## config.mk

```make
export PLATFORM = sky130hd
export DESIGN_NAME = hcr_tensor
export DESIGN_NICKNAME = d
export VERILOG_FILES = /design/src/sv/hcr_pkg.sv /design/src/sv/hcr_tensor.sv
export SDC_FILE = /design/constraint.sdc
export NUM_CORES = 2
export LEC_CHECK = 0
export BUFFER_PORTS_ARGS = -buffer_cell sky130_fd_sc_hd__buf_4
export CORE_ASPECT_RATIO = 1.2
export CORE_UTILIZATION = 65
export DETAILED_ROUTE_END_ITERATION = 8
export GPL_ROUTABILITY_DRIVEN = 0
export GPL_TIMING_DRIVEN = 0
export PLACE_DENSITY_LB_ADDON = 0.2
export SYNTH_ARGS = -nofsm -noshare
export SYNTH_HDL_FRONTEND = slang
export SYNTH_SLANG_ARGS = --single-unit
```

## constraint.sdc

```tcl
create_clock -name clk_i -period 22.7 [get_ports clk_i]
set_input_delay 1.135 -clock clk_i [delete_from_list [all_inputs] [get_ports clk_i]]
set_output_delay 1.135 -clock clk_i [all_outputs]
set_load 0.02 [all_outputs]
```

## src/sv/hcr_pkg.sv

```systemverilog
`timescale 1ns / 1ps

package hcr_pkg;

  // Window geometry
  localparam int Window   = 5;
  localparam int Win      = Window | 1;
  localparam int Half     = Win / 2;
  localparam int WinSq    = Win * Win;
  localparam int Sigma    = 3;
  localparam int Sig      = (Sigma < 1) ? 1 : Sigma;
  localparam int MaxWidth = 1024;
  localparam int MaxRows  = 4096;
  localparam int MaxDist  = 2 * Half * Half;

  // Widths
  localparam int ColW   = $clog2(MaxWidth);
  localparam int RowW   = $clog2(MaxRows);
  localparam int SlotW  = $clog2(Win);
  localparam int IdxW   = $clog2(WinSq);
  localparam int AddrW  = SlotW + ColW;
  localparam int GradW  = 11;
  localparam int PixW   = 2 * GradW;
  localparam int WtW    = 17;
  localparam int AccW   = 46;
  localparam int SumW   = AccW - 16;
  localparam int RespW  = 45;
  localparam int CfgW   = 13;
  localparam int CfgIdxW = 2;

  // Register indexes
  localparam logic [CfgIdxW-1:0] RegWidth  = 2'd0;
  localparam logic [CfgIdxW-1:0] RegHeight = 2'd1;
  localparam logic [CfgIdxW-1:0] RegK      = 2'd2;

  typedef logic [WtW-1:0] weight_arr_t [WinSq];

  // Job handed to the tensor sequencer
  typedef struct packed {
    logic             start;
    logic [SlotW-1:0] slot;
    logic [ColW-1:0]  col;
  } hcr_job_t;

  // Shift-subtract long division, used only at elaboration
  function automatic logic [63:0] div64(input logic [63:0] num, input logic [63:0] dvs);
    logic [63:0] q;
    logic [64:0] rem;
    q   = '0;
    rem = '0;
    for (int i = 63; i >= 0; i--) begin
      rem = {rem[63:0], num[i]};
      if (rem >= {1'b0, dvs}) begin
        rem  = rem - {1'b0, dvs};
        q[i] = 1'b1;
      end
    end
    return q;
  endfunction

  // Normalized Gaussian weights, Q0.16, evaluated at elaboration
  function automatic weight_arr_t build_weights();
    weight_arr_t  res;
    logic [63:0]  m;
    logic [63:0]  term;
    logic [63:0]  den;
    logic signed [63:0] acc;
    logic [63:0]  r;
    logic [63:0]  pw [MaxDist+1];
    logic [63:0]  raw [WinSq];
    logic [63:0]  sum;
    int           d;
    m    = 64'(2 * Sig * Sig);
    term = 64'd1 << 32;
    acc  = $signed(term);
    for (int n = 1; n <= 24; n++) begin
      den  = m * 64'(n);
      term = div64(term, den);
      if (n % 2 == 1) acc = acc - $signed(term);
      else acc = acc + $signed(term);
    end
    r     = acc;
    pw[0] = 64'd1 << 32;
    for (int i = 1; i <= MaxDist; i++) begin
      pw[i] = (pw[i-1] * r + (64'd1 << 31)) >> 32;
    end
    sum = 64'd0;
    for (int a = 0; a < Win; a++) begin
      for (int b = 0; b < Win; b++) begin
        d = (a - Half) * (a - Half) + (b - Half) * (b - Half);
        raw[a*Win+b] = pw[d];
        sum = sum + pw[d];
      end
    end
    if (sum == 64'd0) sum = 64'd1;
    for (int i = 0; i < WinSq; i++) begin
      res[i] = WtW'(div64(raw[i] * 64'd65536 + sum / 2, sum));
    end
    return res;
  endfunction

  localparam weight_arr_t Weights = build_weights();

endpackage

```

## src/sv/hcr_tensor.sv

```systemverilog
`timescale 1ns / 1ps

module hcr_tensor import hcr_pkg::*; (
  input  logic                   clk_i,
  input  logic                   rst_ni,
  input  hcr_job_t               job_i,
  output logic [AddrW-1:0]       rd_addr_o,
  input  logic [PixW-1:0]        rd_data_i,
  output logic                   done_o,
  output logic signed [AccW-1:0] sxx_o,
  output logic signed [AccW-1:0] sxy_o,
  output logic signed [AccW-1:0] syy_o
);

  logic             busy_q;
  logic [SlotW-1:0] a_q, b_q, slot_q;
  logic [ColW-1:0]  colb_q;
  logic [IdxW-1:0]  idx_q, idx1_q, idx2_q;
  logic             v1_q, v2_q, last1_q, last2_q, done_q;
  logic signed [2*GradW-1:0] pxx_q, pxy_q, pyy_q;
  logic signed [AccW-1:0]    axx_q, axy_q, ayy_q;
  logic             last_cell;
  logic signed [GradW-1:0]   gx, gy;
  logic signed [WtW:0]       wt;

  assign last_cell = (a_q == SlotW'(Win - 1)) && (b_q == SlotW'(Win - 1));
  assign rd_addr_o = {slot_q, colb_q + ColW'(b_q)};
  assign gx = $signed(rd_data_i[GradW-1:0]);
  assign gy = $signed(rd_data_i[PixW-1:GradW]);
  assign wt = $signed({1'b0, Weights[idx2_q]});

  // Address sequencer, one window cell per cycle
  always_ff @(posedge clk_i or negedge rst_ni) begin
    if (!rst_ni) begin
      busy_q  <= 1'b0;
      v1_q    <= 1'b0;
      v2_q    <= 1'b0;
      done_q  <= 1'b0;
      last1_q <= 1'b0;
      last2_q <= 1'b0;
    end else begin
      v1_q    <= busy_q;
      last1_q <= busy_q && last_cell;
      v2_q    <= v1_q;
      last2_q <= last1_q;
      done_q  <= v2_q && last2_q;
      if (job_i.start) begin
        busy_q <= 1'b1;
      end else if (busy_q && last_cell) begin
        busy_q <= 1'b0;
      end
    end
  end

  always_ff @(posedge clk_i) begin
    if (job_i.start) begin
      a_q    <= '0;
      b_q    <= '0;
      idx_q  <= '0;
      slot_q <= job_i.slot;
      colb_q <= job_i.col;
    end else if (busy_q) begin
      idx_q <= idx_q + IdxW'(1);
      if (b_q == SlotW'(Win - 1)) begin
        b_q    <= '0;
        a_q    <= a_q + SlotW'(1);
        slot_q <= (slot_q == SlotW'(Win - 1)) ? '0 : slot_q + SlotW'(1);
      end else begin
        b_q <= b_q + SlotW'(1);
      end
    end
    idx1_q <= idx_q;
    idx2_q <= idx1_q;
  end

  // Gradient products, then weighted accumulate
  always_ff @(posedge clk_i) begin
    pxx_q <= gx * gx;
    pxy_q <= gx * gy;
    pyy_q <= gy * gy;
    if (job_i.start) begin
      axx_q <= '0;
      axy_q <= '0;
      ayy_q <= '0;
    end else if (v2_q) begin
      axx_q <= axx_q + AccW'(wt * pxx_q);
      axy_q <= axy_q + AccW'(wt * pxy_q);
      ayy_q <= ayy_q + AccW'(wt * pyy_q);
    end
  end

  assign done_o = done_q;
  assign sxx_o  = axx_q;
  assign sxy_o  = axy_q;
  assign syy_o  = ayy_q;

endmodule

```

==> metrics <==
outcome finished with violations; failing checks design-rule violations, max-capacitance violations, max-slew violations; startpoint types flop; R2R cell count 26; Worst slew margin -0.0689; GRT Total Usage 0.356; post-synthesis adder-cell area fraction 0.544; Synth Area in Compound Gates 0.0647; later-pin clock latency in the skew report around 0.60 ns; DR iter-0 viols roughly 2900; Clk pin slew, worst setup/hold paths about 0.060 ns; Max Fanout on Critical Path 10; Final period util 0.463; first-pass GRT wire length between 200000 and 250000 um; num ports 190; Hold Crit Depth 0; largest family of logic cells by synthesized area adder cells; data arrival time of the worst path ~11 ns; H-tree depth 2; mux contribution to synthesized area 0.0149; setup slack, reg-to-reg between 10 and 15 ns; CP required 23.15 ns; 1st-pass router iterations 9; Final Non-Filler Cells about 7900; worst slew pin tran roughly 1.6 ns; CTS-repair resized insts 0; Reg area 5000 um^2; Routed WL 154000 um; Post-CTS Hold Buffers 0; Tightest Hold Check Type flop to flop; # clock sinks between 200 and 250; Worst setup EP type flop; critical path class flop to flop; max-cap violation count 3; fin nets 8540; Yosys Warn Count 0; Final HPWL DP 128000 um; flops & latches, synth around 240; starting density of the core 0.660; CTS Buf Count 36; sequential fraction of the synthesis area 0.0861; Overflow after GRT 0; placed insts approximately 7800; Unique masters post-synth 81; Detail Route Antenna Nets 0; CTS tree yes; Wirelength per Cell a little under 20 um; Synth Instances between 6000 and 7000; clock skew between 0.04 and 0.05 ns; number of global-route vias before repair ~46000; Main synth FF type dfxtp_1; Max Clk Rate about 95 MHz; WHS Endpoint idx2_q[4]; TNS Setup 0 ns; filler instances a little under 7000; Async SR Flop Fraction 0.0248; r2r endpoint sxy_o[44]; Area Growth Syn to Fin 7.19%; fin. max-slew vios 35; largest net degree at the start of global routing 20; CTS Buffer Depth 3; root buf cell clkbuf_16; RSZ-0062 raised after global routing no; syn avg cell area roughly 9 um^2; IO Port Bufs 189; setup bufs post-CTS 0; synthesized area 58100 um^2; initial antenna violation count 14; Simple-Gate Fraction of Synth Area 0.124; multi-input logic area 45400 um^2; Final Core Density 0.707; Min-Delay Startpoint idx1_q[4]; Setup violations, final 0; Die Span Y approximately 330 um; DRC 20; row cnt 119; number of synthesized flops with an enable pin 13; die footprint between 90000 and 100000 um^2; drt via density about 5.5; worst hold margin 0.326 ns; minimum clock period ~11 ns; final hold violation count 0; share of cells above drive strength 1 0.0448; Synth Area in XOR/XNOR 0.0318; die width about 280 um; Via Count approximately 44000; r2r startpoint idx2_q[2]; core area 88100 um^2
-- through the flow --
stage	area [um^2]	setup slack, ns
final	62300	12.19
after global routing	62300	11.84
after CTS	62300	12.49
after detailed placement	61100	12.59
after global placement	61100	12.69
after floorplan	58200	14.84
-- area by class of cell --
class                   instances  area share
multi-input cells            4155       0.728
inverters                    1848       0.111
flip-flops and latches        242      0.0803
repair buffers                191      0.0233
well taps                    1149      0.0231
clock buffers                  48      0.0163
plain buffers                 235      0.0144
clock inverters                15     0.00265
diodes                         11    0.000442
-- flip-flops by register name, indices dropped and copies added (netlist names) --
name     cells
idx2_q       5
colb_q      10
idx1_q       5
sxy_o       46
last1_q      1
b_q          3
v1_q         1
a_q          3
pxx_q       21
pxy_q       22
syy_o       46
idx_q        5
last2_q      1
slot_q       3
busy_q       1
sxx_o       46
pyy_q       21
v2_q         1
done_o       1
-- Yosys cell counts, types with 7 or more instances --
| master | number | area [um^2] |
|---|---|---|
| mux2i_1 | 82 | 821 |
| and3_1 | 30 | 188 |
| o31ai_1 | 12 | 90.1 |
| nor2b_1 | 30 | 188 |
| nand2b_1 | 35 | 219 |
| or3_1 | 9 | 56.3 |
| dfxtp_1 | 223 | 4460 |
| o21a_1 | 16 | 120 |
| o21ai_0 | 107 | 536 |
| a31oi_1 | 22 | 138 |
| xnor2_1 | 140 | 1230 |
| nor3_1 | 31 | 155 |
| a211oi_1 | 32 | 240 |
| ha_1 | 565 | 7070 |
| or2_2 | 19 | 119 |
| o21bai_1 | 17 | 128 |
| nand2_1 | 575 | 2160 |
| fa_1 | 1228 | 24600 |
| buf_1 | 12 | 45.0 |
| clkbuf_1 | 220 | 826 |
| o211ai_1 | 10 | 75.1 |
| nand3_1 | 31 | 155 |
| nor2_1 | 242 | 908 |
| xor2_1 | 71 | 622 |
| a21boi_0 | 8 | 60.1 |
| inv_1 | 1847 | 6930 |
| edfxtp_1 | 13 | 390 |
| a21o_1 | 92 | 691 |
| nand4_1 | 26 | 163 |
| o21ai_1 | 7 | 35.0 |
| a21oi_1 | 154 | 771 |
| and2_1 | 430 | 2690 |
| a211o_1 | 11 | 96.3 |
-- placed cells by master (no fill, tap or decap), drive strengths merged, types with 30 or more instances in the layout --
| master | instances |
|---|---|
| fa | 1228 |
| and3 | 30 |
| nor3 | 31 |
| nor2b | 30 |
| nand2 | 575 |
| o21ai | 116 |
| a211oi | 38 |
| xor2 | 71 |
| inv | 1849 |
| a21oi | 154 |
| mux2i | 82 |
| a21o | 92 |
| nor2 | 242 |
| clkbuf | 269 |
| buf | 205 |
| ha | 565 |
| nand3 | 31 |
| xnor2 | 140 |
| dfxtp | 223 |
| nand2b | 35 |
| and2 | 430 |
-- kinds of logic after synthesis --
family / Yosys count
compound gates: 566
fa+ha+maj: 1793
flops: 242
xor+xnor: 211
other cells: 2
simple gates: 1481
buf+inv: 2083
mux: 86
-- routing by layer --
layer,global-route usage,up-vias,share of wire
li1,-,19584,-
met1,0.432,21903,0.36
met2,0.573,1774,0.47
met3,0.0723,492,0.087
met4,0.241,4,0.082
met5,0,-,0.00022
-- worst max-delay path by stage --
| stage | endpoint | start | depth (start not counted) | slack [ns] |
|---|---|---|---|---|
| detailed placement | syy_o[44] | idx2_q[2] | 29 | 12.59 |
| global placement | syy_o[44] | idx2_q[2] | 29 | 12.69 |
| global route | syy_o[44] | idx2_q[2] | 29 | 11.84 |
| CTS | sxy_o[44] | idx2_q[2] | 26 | 12.49 |
| finish | sxy_o[44] | idx2_q[2] | 26 | 12.19 |
| floorplan | sxy_o[45] | idx2_q[0] | 26 | 14.84 |
-- critical path, stage by stage (launching register included) --
cell	delay (ns)
dfxtp_1	0.36
buf_1	0.43
clkbuf_1	0.40
nand2_1	0.13
nor3b_1	1.06
clkbuf_1	1.17
clkbuf_1	0.84
nand2_1	0.18
fa_1	0.52
inv_1	0.04
ha_1	0.20
fa_1	0.40
fa_1	0.47
fa_1	0.55
inv_1	0.05
fa_1	0.47
inv_1	0.04
ha_1	0.35
nand3_1	0.17
a32o_1	0.30
a211oi_1	0.58
o21ai_1	0.26
o211ai_1	0.38
a31oi_1	0.26
nor3_1	0.24
nand4b_1	0.16
or3b_1	0.35
Power is left out: the tool's default activity adds up to more than one toggle a clock period on the data nets, which glitch-free logic cannot reach.
